[config.mk]
export PLATFORM = sky130hd
export DESIGN_NAME = tlrc_emit
export DESIGN_NICKNAME = d
export VERILOG_FILES = /design/src/rtl/core/tlrc_pkg.sv /design/src/rtl/core/tlrc_emit.sv
export VERILOG_INCLUDE_DIRS = /design/src /design/src/rtl/core
export SDC_FILE = /design/constraint.sdc
export NUM_CORES = 2
export LEC_CHECK = 0
export ABC_CLOCK_PERIOD_IN_PS = 37000
export BUFFER_PORTS_ARGS = -buffer_cell sky130_fd_sc_hd__buf_2
export CORE_UTILIZATION = 60
export CTS_BUF_LIST = sky130_fd_sc_hd__clkbuf_8
export CTS_CLUSTER_SIZE = 14
export DETAILED_ROUTE_END_ITERATION = 12
export GPL_TIMING_DRIVEN = 0
export PLACE_DENSITY = 0.81
export SLEW_MARGIN = 20
export SYNTH_ARGS = -nofsm -noshare
export SYNTH_HDL_FRONTEND = slang
export SYNTH_SLANG_ARGS = --single-unit
[constraint.sdc]
create_clock -name clk -period 37 [get_ports clk]
set_clock_uncertainty 0.1 [all_clocks]
set_input_delay 7.4 -clock clk [delete_from_list [all_inputs] [get_ports clk]]
set_output_delay 7.4 -clock clk [all_outputs]
set_load 0.01 [all_outputs]
[src/rtl/core/thick_line_round_cap_tessellator_macros.svh]
// Assertion helpers used by the tessellator emitter.
`ifndef THICK_LINE_ROUND_CAP_TESSELLATOR_MACROS_SVH
`define THICK_LINE_ROUND_CAP_TESSELLATOR_MACROS_SVH

// Same-cycle implication under active-low reset.
`define TLRC_IMPLY(name, ck, rn, pre, post) \
	name: assert property (@(posedge ck) disable iff (!rn) (pre) |-> (post)) \
		else $error("tessellator check failed");

// Next-cycle implication under active-low reset.
`define TLRC_NEXT(name, ck, rn, pre, post) \
	name: assert property (@(posedge ck) disable iff (!rn) (pre) |=> (post)) \
		else $error("tessellator check failed");

`endif

[src/rtl/core/tlrc_pkg.sv]
package tlrc_pkg;

	localparam logic [15:0] W_MIN = 16'd256;
	localparam longint Q30_ONE = 64'sd1073741824;
	localparam longint unsigned HALF_PI_Q30 = 64'd1686629713;

	typedef struct packed {
		logic signed [23:0] start_x;
		logic signed [23:0] start_y;
		logic signed [23:0] end_x;
		logic signed [23:0] end_y;
		logic [15:0]        pen_width;
		logic [31:0]        pen_color;
		logic               start_cap;
		logic               batch_last;
	} seg_in_t;

	typedef struct packed {
		logic signed [23:0] ax;
		logic signed [23:0] ay;
		logic signed [23:0] bx;
		logic signed [23:0] by;
		logic signed [23:0] cx;
		logic signed [23:0] cy;
		logic [31:0]        tri_color;
		logic               segment_done;
		logic               batch_done;
	} tri_out_t;

	typedef struct packed {
		logic signed [23:0] sx;
		logic signed [23:0] sy;
		logic signed [23:0] ex;
		logic signed [23:0] ey;
		logic [15:0]        w;
		logic [31:0]        color;
		logic               cap;
		logic               last;
		logic               zero;
	} seg_t;

	typedef struct packed {
		seg_t        s;
		logic [40:0] mx;
		logic [40:0] my;
		logic        neg_x;
		logic        neg_y;
	} frt_t;

	typedef struct packed {
		seg_t        s;
		logic [17:0] qx;
		logic [17:0] qy;
		logic        neg_x;
		logic        neg_y;
	} geo_t;

	typedef struct packed {
		logic signed [17:0] c;
		logic signed [17:0] s;
	} trig_t;

	function automatic logic signed [23:0] sat24(input logic signed [24:0] v);
		if (v > 25'sd8388607) return 24'sh7FFFFF;
		else if (v < -25'sd8388608) return 24'sh800000;
		else return v[23:0];
	endfunction

	// cos/sin in Q16 for a phase in 1/65536 turn; elaboration only
	function automatic trig_t trig_q16(input int unsigned p);
		int unsigned quad;
		longint unsigned f;
		longint x, x2, t, sv, cv;
		trig_t r;
		quad = (p >> 14) & 3;
		f = longint'(p & 16383);
		x = longint'((f * HALF_PI_Q30) >> 14);
		x2 = longint'((longint'(unsigned'(x)) * longint'(unsigned'(x))) >>> 30);
		t = Q30_ONE - x2 / 110;
		t = Q30_ONE - (x2 * t / Q30_ONE) / 72;
		t = Q30_ONE - (x2 * t / Q30_ONE) / 42;
		t = Q30_ONE - (x2 * t / Q30_ONE) / 20;
		t = Q30_ONE - (x2 * t / Q30_ONE) / 6;
		sv = x * t / Q30_ONE;
		t = Q30_ONE - x2 / 132;
		t = Q30_ONE - (x2 * t / Q30_ONE) / 90;
		t = Q30_ONE - (x2 * t / Q30_ONE) / 56;
		t = Q30_ONE - (x2 * t / Q30_ONE) / 30;
		t = Q30_ONE - (x2 * t / Q30_ONE) / 12;
		cv = Q30_ONE - (x2 * t / Q30_ONE) / 2;
		if (cv < 0) cv = 0;
		if (sv < 0) sv = 0;
		sv = (sv + 8192) / 16384;
		cv = (cv + 8192) / 16384;
		case (quad)
			0: begin r.c = 18'(cv); r.s = 18'(sv); end
			1: begin r.c = 18'(-sv); r.s = 18'(cv); end
			2: begin r.c = 18'(-cv); r.s = 18'(-sv); end
			default: begin r.c = 18'(sv); r.s = 18'(-cv); end
		endcase
		return r;
	endfunction

endpackage

[src/rtl/core/tlrc_emit.sv]
`include "thick_line_round_cap_tessellator_macros.svh"

module tlrc_emit #(
	parameter int CAP_STEPS = 12
) (
	input  logic               clk,
	input  logic               arst_n,
	input  logic               geo_valid,
	input  tlrc_pkg::geo_t     geo,
	output logic               take,
	output logic               tri_valid,
	input  logic               tri_stall,
	output tlrc_pkg::tri_out_t tri_data
);
	localparam int KW = $clog2(CAP_STEPS);
	localparam logic [1:0] K_QUAD = 2'd0;
	localparam logic [1:0] K_DSTART = 2'd1;
	localparam logic [1:0] K_DEND = 2'd2;

	logic signed [17:0] cos_tab [CAP_STEPS];
	logic signed [17:0] sin_tab [CAP_STEPS];

	for (genvar k = 0; k < CAP_STEPS; k++) begin : g_tab
		localparam int PH = (k * 65536 + CAP_STEPS / 2) / CAP_STEPS;
		localparam tlrc_pkg::trig_t TV = tlrc_pkg::trig_q16(PH);
		assign cos_tab[k] = TV.c;
		assign sin_tab[k] = TV.s;
	end

	typedef struct packed {
		logic [1:0]         kind;
		logic               qsel;
		logic signed [17:0] c0, s0, c1, s1;
		logic signed [23:0] ox, oy;
		tlrc_pkg::geo_t     g;
		logic               sdone, bdone;
	} e1_t;

	typedef struct packed {
		logic [1:0]         kind;
		logic               qsel;
		logic signed [34:0] p0x, p0y, p1x, p1y;
		logic signed [23:0] ox, oy;
		logic signed [23:0] qax, qay, qbx, qby, qcx, qcy, qdx, qdy;
		logic [31:0]        color;
		logic               sdone, bdone;
	} e2_t;

	logic           en, is_last, busy_q;
	logic [1:0]     kind_q;
	logic [KW-1:0]  k_q, k_n;
	tlrc_pkg::geo_t seg_q;
	logic           e1_v_s1, e2_v_s2;
	e1_t            e1_s1;
	e2_t            e2_s2;

	assign en = !tri_valid || !tri_stall;
	assign is_last = (kind_q == K_DEND || (kind_q == K_DSTART && seg_q.s.zero))
		&& k_q == KW'(CAP_STEPS - 1);
	assign take = geo_valid && en && (!busy_q || is_last);
	assign k_n = (k_q == KW'(CAP_STEPS - 1)) ? '0 : k_q + KW'(1);

	always_ff @(posedge clk or negedge arst_n) begin
		if (!arst_n) begin
			busy_q <= 1'b0;
			kind_q <= K_QUAD;
			k_q <= '0;
		end else if (en) begin
			if (take) begin
				busy_q <= 1'b1;
				kind_q <= geo.s.zero ? K_DSTART : K_QUAD;
				k_q <= '0;
			end else if (busy_q) begin
				if (is_last) begin
					busy_q <= 1'b0;
				end else begin
					case (kind_q)
						K_QUAD: begin
							if (k_q[0]) begin
								kind_q <= seg_q.s.cap ? K_DSTART : K_DEND;
								k_q <= '0;
							end else begin
								k_q <= k_n;
							end
						end
						K_DSTART: begin
							if (k_q == KW'(CAP_STEPS - 1)) begin
								kind_q <= K_DEND;
								k_q <= '0;
							end else begin
								k_q <= k_n;
							end
						end
						default: k_q <= k_n;
					endcase
				end
			end
		end
	end

	always_ff @(posedge clk) begin
		if (en && take) seg_q <= geo;
	end

	// stage 1: triangle command and table lookup
	always_ff @(posedge clk or negedge arst_n) begin
		if (!arst_n) e1_v_s1 <= 1'b0;
		else if (en) e1_v_s1 <= busy_q;
	end

	always_ff @(posedge clk) begin
		if (en) begin
			e1_s1.kind <= kind_q;
			e1_s1.qsel <= k_q[0];
			e1_s1.c0 <= cos_tab[k_q];
			e1_s1.s0 <= sin_tab[k_q];
			e1_s1.c1 <= cos_tab[k_n];
			e1_s1.s1 <= sin_tab[k_n];
			e1_s1.ox <= (kind_q == K_DEND) ? seg_q.s.ex : seg_q.s.sx;
			e1_s1.oy <= (kind_q == K_DEND) ? seg_q.s.ey : seg_q.s.sy;
			e1_s1.g <= seg_q;
			e1_s1.sdone <= is_last;
			e1_s1.bdone <= is_last && seg_q.s.last;
		end
	end

	// stage 2: disc offsets products, quad corners
	logic signed [16:0] wsig;
	logic signed [18:0] nx, ny;
	assign wsig = $signed({1'b0, e1_s1.g.s.w});
	assign nx = e1_s1.g.neg_x ? -$signed({1'b0, e1_s1.g.qx}) : $signed({1'b0, e1_s1.g.qx});
	assign ny = e1_s1.g.neg_y ? -$signed({1'b0, e1_s1.g.qy}) : $signed({1'b0, e1_s1.g.qy});

	function automatic logic signed [23:0] addsat(input logic signed [23:0] a,
		input logic signed [18:0] b);
		return tlrc_pkg::sat24($signed({a[23], a}) + $signed({{6{b[18]}}, b}));
	endfunction

	always_ff @(posedge clk or negedge arst_n) begin
		if (!arst_n) e2_v_s2 <= 1'b0;
		else if (en) e2_v_s2 <= e1_v_s1;
	end

	always_ff @(posedge clk) begin
		if (en) begin
			e2_s2.kind <= e1_s1.kind;
			e2_s2.qsel <= e1_s1.qsel;
			e2_s2.p0x <= e1_s1.c0 * wsig;
			e2_s2.p0y <= e1_s1.s0 * wsig;
			e2_s2.p1x <= e1_s1.c1 * wsig;
			e2_s2.p1y <= e1_s1.s1 * wsig;
			e2_s2.ox <= e1_s1.ox;
			e2_s2.oy <= e1_s1.oy;
			e2_s2.qax <= addsat(e1_s1.g.s.sx, nx);
			e2_s2.qay <= addsat(e1_s1.g.s.sy, ny);
			e2_s2.qbx <= addsat(e1_s1.g.s.sx, -nx);
			e2_s2.qby <= addsat(e1_s1.g.s.sy, -ny);
			e2_s2.qcx <= addsat(e1_s1.g.s.ex, nx);
			e2_s2.qcy <= addsat(e1_s1.g.s.ey, ny);
			e2_s2.qdx <= addsat(e1_s1.g.s.ex, -nx);
			e2_s2.qdy <= addsat(e1_s1.g.s.ey, -ny);
			e2_s2.color <= e1_s1.g.s.color;
			e2_s2.sdone <= e1_s1.sdone;
			e2_s2.bdone <= e1_s1.bdone;
		end
	end

	// round to nearest, ties away from zero, over 2^17
	function automatic logic signed [18:0] rnd17(input logic signed [34:0] p);
		logic [34:0] mag;
		logic [17:0] q;
		mag = p[34] ? 35'(-p) : 35'(p);
		q = 18'((mag + 35'd65536) >> 17);
		return p[34] ? -$signed({1'b0, q}) : $signed({1'b0, q});
	endfunction

	// stage 3: output register
	always_ff @(posedge clk or negedge arst_n) begin
		if (!arst_n) tri_valid <= 1'b0;
		else if (en) tri_valid <= e2_v_s2;
	end

	always_ff @(posedge clk) begin
		if (en) begin
			case (e2_s2.kind)
				K_QUAD: begin
					tri_data.ax <= e2_s2.qsel ? e2_s2.qcx : e2_s2.qax;
					tri_data.ay <= e2_s2.qsel ? e2_s2.qcy : e2_s2.qay;
					tri_data.bx <= e2_s2.qbx;
					tri_data.by <= e2_s2.qby;
					tri_data.cx <= e2_s2.qsel ? e2_s2.qdx : e2_s2.qcx;
					tri_data.cy <= e2_s2.qsel ? e2_s2.qdy : e2_s2.qcy;
				end
				default: begin
					tri_data.ax <= e2_s2.ox;
					tri_data.ay <= e2_s2.oy;
					tri_data.bx <= addsat(e2_s2.ox, rnd17(e2_s2.p0x));
					tri_data.by <= addsat(e2_s2.oy, rnd17(e2_s2.p0y));
					tri_data.cx <= addsat(e2_s2.ox, rnd17(e2_s2.p1x));
					tri_data.cy <= addsat(e2_s2.oy, rnd17(e2_s2.p1y));
				end
			endcase
			tri_data.tri_color <= e2_s2.color;
			tri_data.segment_done <= e2_s2.sdone;
			tri_data.batch_done <= e2_s2.bdone;
		end
	end

	`TLRC_IMPLY(a_quad_nonzero, clk, arst_n, busy_q && kind_q == K_QUAD, !seg_q.s.zero && k_q <= KW'(1))
	`TLRC_NEXT(a_last_frees, clk, arst_n, en && busy_q && is_last && !take, !busy_q)
	`TLRC_IMPLY(a_batch_done, clk, arst_n, tri_valid && tri_data.batch_done, tri_data.segment_done)

endmodule

==> results by group <==
Clock tree
  – # H-tree levels: 4
  – # hold bufs at CTS: 0
  – Clock sinks: 1053
  – CTS Root Cell: clkbuf_8
  – CTS tree: built
  – CTS max path bufs: 3
  – Num CTS Buffers: 180
  – CTS clk-pin slew, worst paths: 0.06 ns
  – Worst skew pair latency: 0.99 ns
  – CTS resizes: 0
  – Post-CTS setup buffers: 0

Layout
  – Core Util, Final: 0.660
  – Fill count: 12100
  – Finished Cell Area: 103000 um^2
  – Layout cells sized above 1: 0.0863
  – FF/Latch Area: 31600 um^2
  – Commonest non-fill, non-tap cell in the layout: inv_1
  – Multi-input combinational cell area: 56400 um^2
  – Most frequent cells in the layout: inv_1, fa_1, edfxtp_1
  – Area Overhead vs Synth: 9.27%
  – Net count reported at finish: 11300

Timing
  – Final hold vios: 0
  – Crit path time final: 16.08 ns
  – Measured slew at the worst slew-check pin: 1.26 ns
  – Post-route clock period utilization: 0.435
  – Slew Viols, Final: 0
  – Fin Hold WS: 0.275 ns
  – FMAX: 0.0622 GHz
  – Slew headroom: 0.156
  – RSZ-0062 raised after global routing: false
  – Final setup vio count: 0

Die
  – Die ar.: 159000 um^2
  – Row cnt: 145
  – Core Area: 156000 um^2
  – # IOs: 369
  – Die width: 399 um
  – Die H: 399 um
  – Initial core utilization: 0.604

Yosys
  – EDFF count, synth: 1043
  – Syn avg cell area: 10.7 um^2
  – Netlist Area Pre-Place: 94300 um^2
  – Syn nets: 10700
  – Cells after Synth: 8813
  – Fraction of registers with async set/reset: 0.00950
  – Top FF cell, synth: edfxtp_1
  – Yosys reg bits: 1053
  – Sequential cell area fraction in the yosys report: 0.335
  – Yosys cell types: 99
  – YS warnings: 0

Global route
  – Number of global-route vias before repair: 70200
  – Largest net degree at the start of global routing: 62
  – Initial antenna violation count: 18
  – Global-route wire length before repair: 409000 um
  – GRT Util Overall: 0.341
  – Global route total overflow: 0

Drt
  – Routed WL: 269000 um
  – Routed WL per cell: 23.2 um
  – DRC Markers: 0
  – Final ANT Viol Nets: 0
  – Initial drt markers: 6833
  – Vias per cell: 5.94
  – Via count: 68900
  – Pre-antenna DRT Iters: 6

Setup path
  – FF-to-FF path depth: 30
  – Worst-path fanout max: 30
  – Critical R2R Launch: e2_s2[413]
  – Critical path arrival: 8.58 ns
  – FF-to-FF End: tri_data[125]
  – Reg2reg setup slack: 26.72 ns
  – Worst setup EP type: primary output
  – Required @ worst endpoint: 29.50 ns
  – Crit path kind: input port to primary output
  – Worst Setup Start Kind: input port

Status
  – Run status: completed

Flow run
  – Max cap viols: 0

Placement
  – Port Buf Inserts: 368
  – Area after DPL: 99400 um^2
  – Gpl congestion: 0.996
  – HPWL Detailed: 216000 um

Worst hold path
  – Worst hold path class: flop to flop
  – Worst Hold Path Cells: 0
  – Min-Delay Startpoint: seg_q[2]
  – Hold Crit Endpoint: e1_s1[4]
==> cells in the mapped netlist, types with 215 or more instances <==
| library cell | instances | area, um^2 |
|---|---|---|
| inv_1 | 1452 | 5450 |
| xor2_1 | 215 | 1880 |
| nand2_1 | 580 | 2180 |
| o21ai_0 | 419 | 2100 |
| clkbuf_1 | 226 | 848 |
| nor2_1 | 341 | 1280 |
| ha_1 | 630 | 7880 |
| edfxtp_1 | 1043 | 31300 |
| xnor2_1 | 382 | 3350 |
| fa_1 | 1044 | 20900 |
| a21oi_1 | 455 | 2280 |
| and2_1 | 285 | 1780 |
==> cell families after synthesis <==
group,count (synthesis),share of synthesized area
AO/OA/AOI/OAI,1662,0.113
multiplexers,168,0.0188
adder cells (fa/ha/maj),1703,0.308
flip-flops,1053,0.335
XOR/XNOR,599,0.0559
buffers and inverters,1708,0.0682
AND/OR/NAND/NOR,1920,0.101
==> metal layers <==
layer  up-vias  track usage  part of all wire
li1      31100            -                 -
met1     34100        0.455              0.41
met2      3087        0.534              0.46
met3       564       0.0762             0.091
met4        12        0.153             0.045
met5         -            0           0.00031
==> per-stage QoR <==
step / worst slack, ns / instances / TNS (ns)
after floorplan: 1.20 / 8813 / 0
after global placement: -10.91 / 11200 / -2023.52
after detailed placement: 20.91 / 11300 / 0
after CTS: 20.90 / 11600 / 0
after global routing: 20.84 / 11600 / 0
final: 20.92 / 11600 / 0
==> state kept, by name, indices dropped and copies added (netlist names) <==
signal	flops
kind_q	2
seg_q	185
e2_v_s2	1
e1_s1	263
busy_q	1
k_q	4
tri_valid	1
e1_v_s1	1
tri_data	178
e2_s2	417
==> worst max-delay path, stage by stage <==
cell and delay (ns):
buf_2 0.13, nand2_4 0.30, buf_12 0.26, nand2_1 0.14
nor2_1 0.18, buf_2 0.17
==> worst max path at each step <==
| stage | endpoint | start | depth (start not counted) |
|---|---|---|---|
| 6_report | take | tri_stall | 6 |
| 5_1_grt | take | tri_stall | 6 |
| 4_1_cts | take | tri_stall | 6 |
| 3_5_place_dp | take | tri_stall | 6 |
| 3_3_place_gp | seg_q[134] | tri_stall | 4 |
| 2_1_floorplan | seg_q[0] | tri_stall | 3 |
==> cell type report <==
class                      count  share of cell area
antenna                       12            0.000291
buffer                       255             0.00960
clock buffer                 180              0.0240
clock inverter               150              0.0112
inverter                    1453              0.0529
multi-input combinational   6052               0.547
sequential                  1053               0.306
tap                         2058              0.0250
timing repair buffer         394              0.0239
Power is not shown: default switching activity piles up to over one toggle a cycle in this logic, so the estimate is an artifact.
